$ cat config.mk
export PLATFORM = sky130hd
export DESIGN_NAME = bnfa_ram
export DESIGN_NICKNAME = d
export VERILOG_FILES = /design/src/design/bnfa_ram.sv
export SDC_FILE = /design/constraint.sdc
export NUM_CORES = 2
export LEC_CHECK = 0
export BUFFER_PORTS_ARGS = -buffer_cell sky130_fd_sc_hd__buf_2
export CELL_PAD_IN_SITES_DETAIL_PLACEMENT = 0
export CELL_PAD_IN_SITES_GLOBAL_PLACEMENT = 1
export CORE_MARGIN = 1
export CORE_UTILIZATION = 45
export DETAILED_ROUTE_END_ITERATION = 10
export GPL_TIMING_DRIVEN = 0
export PLACE_DENSITY = 0.76
export REMOVE_ABC_BUFFERS = 1
export SYNTH_ARGS = -nofsm -noshare
export SYNTH_HDL_FRONTEND = slang
export SYNTH_SLANG_ARGS = --single-unit
export TNS_END_PERCENT = 50
$ cat constraint.sdc
create_clock -name clk_i -period 8.56 [get_ports clk_i]
set_input_delay 1.284 -clock clk_i [delete_from_list [all_inputs] [get_ports clk_i]]
set_output_delay 1.284 -clock clk_i [all_outputs]
set_load 0.03 [all_outputs]
$ cat src/design/bnfa_ram.sv
// bnfa_ram: generic single-port synchronous RAM with registered read data
// no reset on contents; depends on nothing
`default_nettype none

module bnfa_ram #(
  parameter int WIDTH = 8,
  parameter int DEPTH = 512
) (
  input  wire logic                                         clk_i,
  input  wire logic                                         we_i,
  input  wire logic [((DEPTH > 1) ? $clog2(DEPTH) : 1)-1:0] addr_i,
  input  wire logic [WIDTH-1:0]                             wdata_i,
  output      logic [WIDTH-1:0]                             rdata_o
);

  logic [WIDTH-1:0] mem [DEPTH];
  logic [WIDTH-1:0] rdata_q;

  always_ff @(posedge clk_i) begin
    if (we_i) begin
      mem[addr_i] <= wdata_i;
    end
    rdata_q <= mem[addr_i];
  end

  assign rdata_o = rdata_q;

endmodule

`default_nettype wire

=== Word-level counts from Yosys, hierarchy flattened ===
Memory sizes are Yosys's and may differ from the RTL's. A register that Yosys moved wholly into a read port is not among the register bits.
Index checks and enable logic that the tools add are counted.

* Bits in registers: 0
* Bits in writable memories: 4096
* Input port bits: 19
* Output and inout bits: 8
* Memories: 1

* Multiplexer cells: 2

{| class="wikitable"
|+ Memories
! memory !! words !! width !! rd ports !! clocked after Yosys merged registers in !! wr ports !! line !! text
|-
| mem || 512 || 8 || 1 || 1 || 1 || 16 || <nowiki>logic [WIDTH-1:0] mem [DEPTH];</nowiki>
|}

{| class="wikitable"
|+ Operators with widths
! kind !! number
|-
| 1-bit two-way mux || 2
|}

=== Logic depth before layout (Yosys ltp) ===
* Depth in word-level cells: 2
* Gate-level depth with buffers: 13

=== Worst setup path after synthesis ===
No wires, ideal clock.

* Path kind: input-to-reg
* Start point: input port addr_i[0] in the netlist's numbering
* End point: memory mem[463][0] (enable)
* Setup time: 0.370 ns
* Arrival: 3.362 ns
* Slack: 4.827 ns
* Stages on the path: 10
* Path buffers: 8
* Cells stage by stage: buf_6 -> buf_12 -> buf_6 -> buf_6 -> buf_4 -> buf_2 -> buf_2 -> nand4_1 -> clkbuf_1 -> nor2_1

{| class="wikitable"
|+ RTL lines
! item !! line !! text
|-
| from (decl) || 11 || <nowiki>input wire logic [((DEPTH > 1) ? $clog2(DEPTH) : 1)-1:0] addr_i,</nowiki>
|-
| to (decl) || 16 ||
|}

Straight into the memory's write port.

==> impl_metrics.toml <==
[critical_path]
reg2reg_from = "mem[134][2]"
worstSetupEndpointType = "flip-flop"
critPathRequiredTime_ns = 9.16
worstPathArrival_ns = 8.02
cp_max_fo = 101
r2r_slack_ns = 3.97
worstReg2RegEnd = "rdata_o[2]"
cp-start-kind = "primary input"
critical_path_class = "in -> reg"
r2r_cells = 7
startpoint = "addr_i[0]"

[run]
timing.max_cap.violations = 3

[power_and_ir_drop]
power_density_nw_per_um2 = 232
vdd_drop_max_v = 0.000184
p_total_uw = 41300
power_leakage_uw = 0.0548

[yosys]
synth_warnings = 0
syn-instance-count = 7575
synth_top_family_by_area = "multiplexers"
synth_compound_area_share_pct = 3.43
ys_seq_area_share_pct = 77.8
ys.flop_type = "edfxtp_1"
synth-edff-count = 4096
synth.distinct_cells = 67
avgSynthCellArea_um2 = 20.9
synth-simple-area-share_pct = 2.74
yosys-mux-area-fraction_pct = 14.5
synthArstFlopShare_pct = 0
ys_ff_latch = 4104
synth-xor-area-share_pct = 0
syn_area_um2 = 158000
synth_fa_ha_area_share_pct = 0

[timing]
tns_ns = 0
finalMaxSlewViolations = 18
setup_viol = 0
hold_violations = 0
worst_slew_pin_slew_ns = 1.56
fin_ws_ns = 1.13
fin_crit_sh_pct = 86.8
finClkSkew_ns = 0.0515
rsz0062_at_grt = "no"
min_period_ns = 7.43
slew_headroom_pct = -4.99
fmax_ghz = 0.135

[clocking]
htree_levels = 5
cts.clk_slew.worst_paths_ns = 0.06
cts_buffers = 392
clock-sinks = 4104
cts_resized = 0
cts_buffer_depth = 4
insertion_delay_ns = 0.92
cts_tree = "done"
postCtsSetupBuffers = 0
cts-root-buf = "clkbuf_16"
postCtsHoldBufs = 0

[cells_and_area]
instances_no_fill = 12574
area_growth_pct = 12.2
drive_above_1_share_pct = 20.3
final_common_cell = "edfxtp_1"
fill_cells = 26917
nets = 7656
final_util_pct = 50.8
layout_common_cells = "edfxtp_1 (4096), mux4_2 (816), nor2_1 (537), mux2i_1 (434), clkbuf_16 (397)"

[worst_hold_path]
hp-class = "in -> reg"
hold_start = "wdata_i[5]"
whs_endpoint = "mem[150][5]"
whs_path_depth = 1

[floorplanning]
dieArea_um2 = 354000
ios = 27
rows = 217
core_area_um2 = 350000
start_util_pct = 45.3
die_h_um = 595
die_w_um = 595

[route]
wl_per_cell_um = 32.9
vias = 79459
routed_wl_mm = 413
drc = 0
via_per_inst = 6.32
dr.pass1.iters = 5
postRouteAntennaNets = 0
first_iter_violations = 10967

[global_route]
grt_pass1_wl_mm = 585
globalRouteOverflowTotal = 0
grt_pass1_vias = 78860
grt_max_degree = 161
grt_usage_pct = 23.0
antenna_found_initial = 30

[run_status]
violations = "max-capacitance violations, max-slew violations"
status = "finished, violations left"

[place]
port_buffers = 26
hpwl_mm = 254
post-place-ws_ns = 0.479
place_inst = 11842
place_congestion = 0.835
==> cell usage after synthesis, types with 38 or more instances <==
library cell,count,area share (%)
a21oi_1,77,0.24
a221oi_1,91,0.50
a22o_1,47,0.26
a22oi_1,180,0.85
a31oi_1,76,0.30
buf_2,182,0.58
buf_4,56,0.27
clkbuf_1,196,0.46
edfxtp_1,4096,78
mux2i_1,434,2.7
mux4_2,816,12
nand2_1,130,0.31
nand3_1,47,0.15
nand4_1,47,0.19
nor2_1,548,1.3
nor4_1,38,0.15
o21ai_0,45,0.14
o22ai_1,118,0.47
==> cell type report <==
cell class                 instances  area (um2)  area share (%)
clock inverter                   236        2330            1.31
sequential                      4104      123000            69.3
multi-input combinational       2984       33000            18.6
timing repair buffer             151        2970            1.67
tap                             4599        5750            3.24
antenna                           20        50.0          0.0282
inverter                           4        22.5          0.0127
clock buffer                     476       10300            5.80
==> routing by layer <==
layer  share of wire [%]  GRT usage, %  vias to the layer above
met1                  38          32.0                    42177
met4                 4.3          8.94                       16
li1                    -             -                    31942
met2                  47          35.8                     4517
met5               0.023             0                        -
met3                  10          4.74                      807
==> through the flow <==
stage / cell area (um2) / hold WS, ns
after floorplan: 156000 / 0.699
after global placement: 162000 / 0.973
after detailed placement: 165000 / 0.958
after CTS: 178000 / 0.774
after global routing: 178000 / 0.815
final: 178000 / 0.808
==> report_power, final <==
part / internal, uW / switching, uW / total (uW)
clock network: 9840 / 7430 / 17300
logic: 613 / 1270 / 1880
registers: 22100 / 8.62 / 22100
==> logic make-up after synthesis <==
logic type | Yosys count
and+or+nand+nor | 958
buffers and inverters | 487
DFF | 4104
muxes | 1268
AOI/OAI and AO/OA | 758
==> critical path, stage by stage <==
cell and delay, ns:
buf_12 0.44, buf_16 0.60, buf_16 0.47, or4b_2 0.81
o22ai_1 0.24, nor4_1 0.87, a31oi_1 0.45, or4_1 0.61
nor3_1 1.08, nand4_1 0.58
==> worst max path at each step <==
stage / end / slack (ns) / cells after the start
2_1_floorplan: rdata_o[2] / 3.32 / 7
3_3_place_gp: mem[479][1] / -41.05 / 3
3_5_place_dp: rdata_o[2] / 0.48 / 10
4_1_cts: rdata_o[2] / 1.41 / 10
5_1_grt: rdata_o[5] / 1.04 / 11
6_report: rdata_o[2] / 1.13 / 10
==> registers in the layout, indices dropped and copies added, names as in the netlist <==
| signal | cells |
|---|---|
| rdata_o | 8 |
| mem | 4096 |
No activity file was read; power rests on OpenSTA's default activity.
