**src/design/bnfa_pkg.sv**
```systemverilog
// bnfa_pkg: shared types and constants of the bitmap next-fit allocator
// request and response payloads, status and request codes, pool bookkeeping structs
// no dependencies
`default_nettype none

package bnfa_pkg;

  localparam int NUM_W    = 13;  // entry numbers, free counters, inode pointer
  localparam int LASTB_W  = 12;  // block pointer
  localparam int IDX_W    = 17;  // bit index over the largest map, plus one
  localparam int START_W  = 10;  // start byte taken from a 13-bit pointer
  localparam int BCNT_W   = 14;  // byte counts up to the largest map size
  localparam int COUNT_MAX = 8191;

  localparam logic REQ_ALLOC = 1'b0;
  localparam logic REQ_FREE  = 1'b1;

  localparam logic POOL_INODE = 1'b0;
  localparam logic POOL_BLOCK = 1'b1;

  localparam logic [1:0] ST_OK      = 2'd0;
  localparam logic [1:0] ST_EMPTY   = 2'd1;
  localparam logic [1:0] ST_NOBIT   = 2'd2;
  localparam logic [1:0] ST_INVALID = 2'd3;

  typedef struct packed {
    logic             req_type;
    logic             pool;
    logic [NUM_W-1:0] entry_number;
  } req_t;

  typedef struct packed {
    logic [NUM_W-1:0] granted_number;
    logic [1:0]       status;
  } resp_t;

  // bookkeeping update from the sequencer to the pool registers
  typedef struct packed {
    logic             dec;      // allocation done at bit_idx
    logic             inc;      // free done, saturating count up
    logic             pool;
    logic [IDX_W-1:0] bit_idx;
  } pool_upd_t;

  typedef struct packed {
    logic               count_zero;
    logic [START_W-1:0] start_byte;
  } pool_info_t;

endpackage

`default_nettype wire

```
**src/design/bnfa_pool.sv**
```systemverilog
// bnfa_pool: free counters and last-allocated pointers of the inode and block pools
// depends on bnfa_pkg
`default_nettype none

module bnfa_pool #(
  parameter int MAP_BYTES = 512
) (
  input  wire logic                   clk_i,
  input  wire logic                   rst_ni,
  input  wire logic                   pool_i,
  input  wire bnfa_pkg::pool_upd_t    upd_i,
  output      bnfa_pkg::pool_info_t   info_o
);

  import bnfa_pkg::*;

  localparam int TOTAL = MAP_BYTES * 8;
  localparam int CAP   = (TOTAL > COUNT_MAX) ? COUNT_MAX : TOTAL;
  localparam logic [NUM_W-1:0] CAP_V = NUM_W'(CAP);

  logic [NUM_W-1:0]   inode_cnt_q, inode_cnt_d;
  logic [NUM_W-1:0]   block_cnt_q, block_cnt_d;
  logic [NUM_W-1:0]   last_inode_q, last_inode_d;
  logic [LASTB_W-1:0] last_block_q, last_block_d;
  logic [IDX_W-1:0]   idx_inc;
  logic [NUM_W-1:0]   inode_prev;

  assign idx_inc    = upd_i.bit_idx + IDX_W'(1);
  assign inode_prev = last_inode_q - NUM_W'(1);

  always_comb begin
    inode_cnt_d  = inode_cnt_q;
    block_cnt_d  = block_cnt_q;
    last_inode_d = last_inode_q;
    last_block_d = last_block_q;
    if (upd_i.dec) begin
      if (upd_i.pool == POOL_BLOCK) begin
        block_cnt_d  = block_cnt_q - NUM_W'(1);
        last_block_d = upd_i.bit_idx[LASTB_W-1:0];
      end else begin
        inode_cnt_d  = inode_cnt_q - NUM_W'(1);
        last_inode_d = idx_inc[NUM_W-1:0];
      end
    end else if (upd_i.inc) begin
      if (upd_i.pool == POOL_BLOCK) begin
        if (block_cnt_q < CAP_V) block_cnt_d = block_cnt_q + NUM_W'(1);
      end else begin
        if (inode_cnt_q < CAP_V) inode_cnt_d = inode_cnt_q + NUM_W'(1);
      end
    end
  end

  always_ff @(posedge clk_i or negedge rst_ni) begin
    if (!rst_ni) begin
      inode_cnt_q  <= CAP_V;
      block_cnt_q  <= CAP_V;
      last_inode_q <= '0;
      last_block_q <= '0;
    end else begin
      inode_cnt_q  <= inode_cnt_d;
      block_cnt_q  <= block_cnt_d;
      last_inode_q <= last_inode_d;
      last_block_q <= last_block_d;
    end
  end

  // inode pointers are 1-based, zero means start at byte 0
  always_comb begin
    if (pool_i == POOL_BLOCK) begin
      info_o.count_zero = (block_cnt_q == '0);
      info_o.start_byte = START_W'(last_block_q[LASTB_W-1:3]);
    end else begin
      info_o.count_zero = (inode_cnt_q == '0);
      info_o.start_byte = (last_inode_q == '0) ? '0 : inode_prev[NUM_W-1:3];
    end
  end

  a_inode_cnt_cap: assert property (@(posedge clk_i) disable iff (!rst_ni)
    inode_cnt_q <= CAP_V)
    else $error("inode free count above capacity");

  a_block_cnt_cap: assert property (@(posedge clk_i) disable iff (!rst_ni)
    block_cnt_q <= CAP_V)
    else $error("block free count above capacity");

endmodule

`default_nettype wire

```
**config.mk**
```make
export PLATFORM = sky130hd
export DESIGN_NAME = bnfa_pool
export DESIGN_NICKNAME = d
export VERILOG_FILES = /design/src/design/bnfa_pkg.sv /design/src/design/bnfa_pool.sv
export SDC_FILE = /design/constraint.sdc
export NUM_CORES = 1
export LEC_CHECK = 0
export ABC_AREA = 1
export BUFFER_PORTS_ARGS = -buffer_cell sky130_fd_sc_hd__buf_2
export CAP_MARGIN = 0
export CORE_MARGIN = 3
export CORE_UTILIZATION = 45
export CTS_CLUSTER_DIAMETER = 200
export CTS_CLUSTER_SIZE = 25
export DETAILED_ROUTE_END_ITERATION = 10
export GPL_TIMING_DRIVEN = 0
export HOLD_SLACK_MARGIN = 0.02
export PLACE_DENSITY = 0.67
export SLEW_MARGIN = 20
export SYNTH_ARGS = -nofsm -noshare
export SYNTH_HDL_FRONTEND = slang
export SYNTH_SLANG_ARGS = --single-unit
```
**constraint.sdc**
```tcl
create_clock -name clk_i -period 3.7 [get_ports clk_i]
set_clock_uncertainty 0.1 [all_clocks]
set_input_delay 0.37 -clock clk_i [delete_from_list [all_inputs] [get_ports clk_i]]
set_output_delay 0.37 -clock clk_i [all_outputs]
set_load 0.02 [all_outputs]
```
# After elaboration in Yosys (flattened, before gate mapping)
# Index checks and enable logic that the tools add are counted.
[totals]
register_bits = 51
output_inout_bits = 11
[op_classes]
n_addsub = 6
magnitude_cmp = 2
n_eq_ne = 4
muxes = 12
n_bitwise = 1
reduce_logical = 10
[op_table]
columns = ["operator", "count"]
rows = [
  ["two-way mux 13 bit", 10],
  ["adder 13 x 1 -> 13 bit, second input constant", 3],
  ["zero test 13 bit", 3],
  ["subtractor 13 x 1 -> 13 bit, second input constant", 3],
  ["< comparator 13 bit, second input constant", 2],
  ["two-way mux 11 bit", 1],
  ["two-way mux 10 bit", 1],
  ["!= test 2 bit, second input constant", 4],
  ["AND reduction 4 bit", 2],
  ["nonzero test 2 bit", 3],
  ["AND reduction 2 bit", 2],
  ["inverter 1 bit", 1],
]

# Longest topological paths before layout
[depth]
ltp_word = 5
depth_mapped = 10
depth_no_buf = 10

# Worst setup path before layout
# Ideal clock, no wire load.
[synth_path]
path_kind = "register to output"
from = "register last_inode_q[0]"
to = "output info_o[5] (netlist name)"
t_arrival_ns = 1.316
slack_ns = 1.914
path_stages_with_launch = 6
n_path_buf = 0
path_cell_list = "dfrtp_1 -> nor2_2 -> nand2_2 -> nor2_4 -> xor2_1 -> o21ai_0"
[synth_rtl]
columns = ["element", "line_no", "text"]
rows = [
  ["start: declaration", "bnfa_pool.sv:23", "logic [NUM_W-1:0] last_inode_q, last_inode_d;"],
  ["start signal: assignment", "bnfa_pool.sv:62", "last_inode_q <= last_inode_d;"],
  ["end: declaration", "bnfa_pool.sv:12", "output bnfa_pkg::pool_info_t info_o"],
]

==> results.md <==
* Fin crit period at between 2 and 2.5 ns
* Layout cell share with drive strength beyond 1 at a little over a tenth
* WHS at between 0.15 and 0.2 ns
* Die area at around 9500 sq um
* Worst r2r src: block_cnt_q[0]
* Most common cell in the netlist: nand2_1
* First-pass GRT wire length at between 15 and 20 mm
* Port bufs at 29
* Worst-Skew Late Latency at 0.31 ns
* Flops & latches, synth at 48
* TritonCTS clock tree: yes
* Worst Reg-to-Reg Cells at 8
* Mapped Area at about 3800 sq um
* Clock power share at between 10% and 20%
* Reported max-cap violation count at 0
* Initial antenna violation count at 0
* Fill cells at a little over 800
* Final hold vios at 0
* Sink Count at 48
* Library cells used by synthesis at 35
* Post-Place Worst Slack at between 1 and 1.5 ns
* Starting Density at 47.4%
* Startpoint Class: flop
* Row cnt at 32
* DRT Wirelength at ~8.9 mm
* IO Count at 34
* Synthesized area per cell at between 6 and 7 sq um
* Diodes inserted at 0
* Setup violators final at 0
* Clock tree buffer depth at 2
* RSZ-0062 raised after global routing: no
* Final Slew Violations at 0
* Setup Buffers After CTS at 0
* R2R Path End: block_cnt_q[6]
* Outcome: complete, no violations
* Share of the synthesized area in the top cell type at between 30% and 40%
* Post-layout util at 52.8%
* Hold WC Path Type: input port to flop
* Via Count at roughly 3600
* Worst setup startpoint: last_inode_q[2]
* Layout area overhead at 11.3%
* Kind of critical path: flop to output pin
* Async SR Flop Fraction at 100%
* Pwr Density at roughly 670 nW/um^2
* Post-DP HPWL at between 6 and 7 mm
* # DRC at 0
* Syn nets at 615
* CP Data Arrival Time at 1.91 ns
* Most frequent cells after synthesis: nand2_1 (225), inv_1 (75), dfrtp_1 (46)
* Worst Setup EP: info_o[4]
* Core area at 7930 sq um
* Gr usage total at between 10% and 20%
* Leakage at between 2 and 2.5 nW
* DR pass1 iterations at 4
* Psw at approximately 1.3 mW
* Comb power frac at a little over half
* Root Driver: clkbuf_8
* Reg-to-reg slack, setup at 1.73 ns
* Synth Warn # at 0
* Slew HR at 55.0%
* Vias in the first global route at about 3500
* Grt total ovfl at 0
* Clock transition at the registers of the reported paths at roughly 0.09 ns
* Wire per inst at between 10 and 15 microns
* EDFF count, synth at 0
* Fin crit share at 64.2%
* Die X at 97.4 microns
* Switching part of the total at 45.7%
* Synth Flop Type: dfrtp_1
* H-tree Lvls at 2
* Max VDD drop at 0.372 mV
* Register area share after synthesis at between 30% and 40%
* Synth top area cells: dfrtp_1 (31%), nand2_1 (22%), ha_1 (8.0%)
* DIE HEIGHT at approximately 100 microns
* Max frequency at roughly 420 MHz
* GP Congestion at 0.837
* Internal at roughly 1.5 mW
* Worst path required time at 3.23 ns
* Non-Filler Instances at a little over 700
* Worst Max-Slew Pin Slew at slightly below 0.7 ns
* Vias per cell at about 5
* Pin count of the biggest net entering global routing at 32
* Post-route setup slack at between 1 and 1.5 ns
* Crit path max fanout at 5
* Critical Path End Type: output pin
* Part of the power in registers at 31.5%
* Num CTS Buffers at 5
* DR iter-0 viols at 155
* DRT antenna net count at 0
* Net total in the final layout at between 600 and 700
* Synth area leader: dfrtp_1
* TNS Setup at 0 ns
* Post-Place Cells at 698
* Cell count after synthesis at roughly 570
[routing by layer]
layer  vias to the layer above  routed length (microns)  track usage (%)  part of all wire, %
li1                       1877                        -                -                    -
met1                      1620                     4490             28.1                   50
met2                        65                     4040             31.9                   45
met3                        14                      258             2.58                  2.9
met4                         0                      138             6.07                  1.5
met5                         -                        0                0                    0
[timing repair]
action	CTS	global route
hold endpoints to repair	16	0
hold buffers	1	0
endpoints found under the setup margin	0	0
resized for setup	0	0
[flip-flops by register name, indices dropped and copies added, names as in the netlist]
name	flops
block_cnt_q	13
inode_cnt_q	13
last_block_q	9
last_inode_q	13
[how the worst min path moves through the flow]
stage                                from               to  slack (ns)  depth (start not counted)
after global placement    last_block_q[8]  last_block_q[8]        0.37                          2
after CTS                        upd_i[0]  last_inode_q[0]        0.16                          2
after global routing             upd_i[0]  last_inode_q[0]        0.18                          2
after floorplan                    rst_ni   block_cnt_q[0]       -0.03                          0
after detailed placement           rst_ni   block_cnt_q[7]        0.25                          1
final                            upd_i[0]  last_inode_q[0]        0.17                          2
[cells in the final DEF (no fill, tap or decap), types with 9 or more instances in the layout]
master   count
xnor2_1     10
dfrtp_1     46
a21oi_1     11
xor2_1       9
o21ai_0     29
ha_1        24
inv_1       75
nor2_1      31
nand4_1     12
nand2_1    225
nand3_1     43
buf_2       31
[cells by family after synthesis]
family / share of synthesized area (%)
flops: 32.0
xor+xnor: 4.43
simple gates: 38.4
compound gates: 6.89
fa+ha+maj: 9.05
buf+inv: 9.25
[area by class of cell]
| type | count | area [sq um] | area share, % |
|---|---|---|---|
| plain buffers | 7 | 47.5 | 1.14 |
| clock inverters | 2 | 38.8 | 0.927 |
| well taps | 102 | 128 | 3.05 |
| repair buffers | 31 | 175 | 4.19 |
| flip-flops and latches | 48 | 1200 | 28.8 |
| multi-input cells | 432 | 2210 | 52.8 |
| clock buffers | 6 | 82.6 | 1.97 |
| inverters | 79 | 300 | 7.18 |
[power groups by stage]
stage / registers [mW] / logic [mW] / clock network, mW
2_1_floorplan: 0.834 / 1.20 / 0
3_3_place_gp: 0.881 / 1.45 / 0
3_5_place_dp: 0.886 / 1.48 / 0
4_1_cts: 0.879 / 1.50 / 0.433
5_1_grt: 0.905 / 1.75 / 0.452
6_report: 0.879 / 1.49 / 0.423
[worst max-delay path, cell delays in order (launching register included)]
cell	delay (ns)
dfrtp_1	0.42
nor2_2	0.17
nand2_2	0.11
nor2_4	0.21
inv_2	0.09
nor2_4	0.10
nand2_2	0.09
nand2_4	0.10
inv_2	0.06
nand2_1	0.05
nand2_1	0.05
buf_2	0.15
[stage by stage]
step	area [sq um]	total power, mW
floorplan	3760	2.03
global placement	4030	2.33
detailed placement	4050	2.37
CTS	4180	2.81
global route	4180	3.10
finish	4180	2.79
Note: power is estimated with default switching activity, not from simulation.
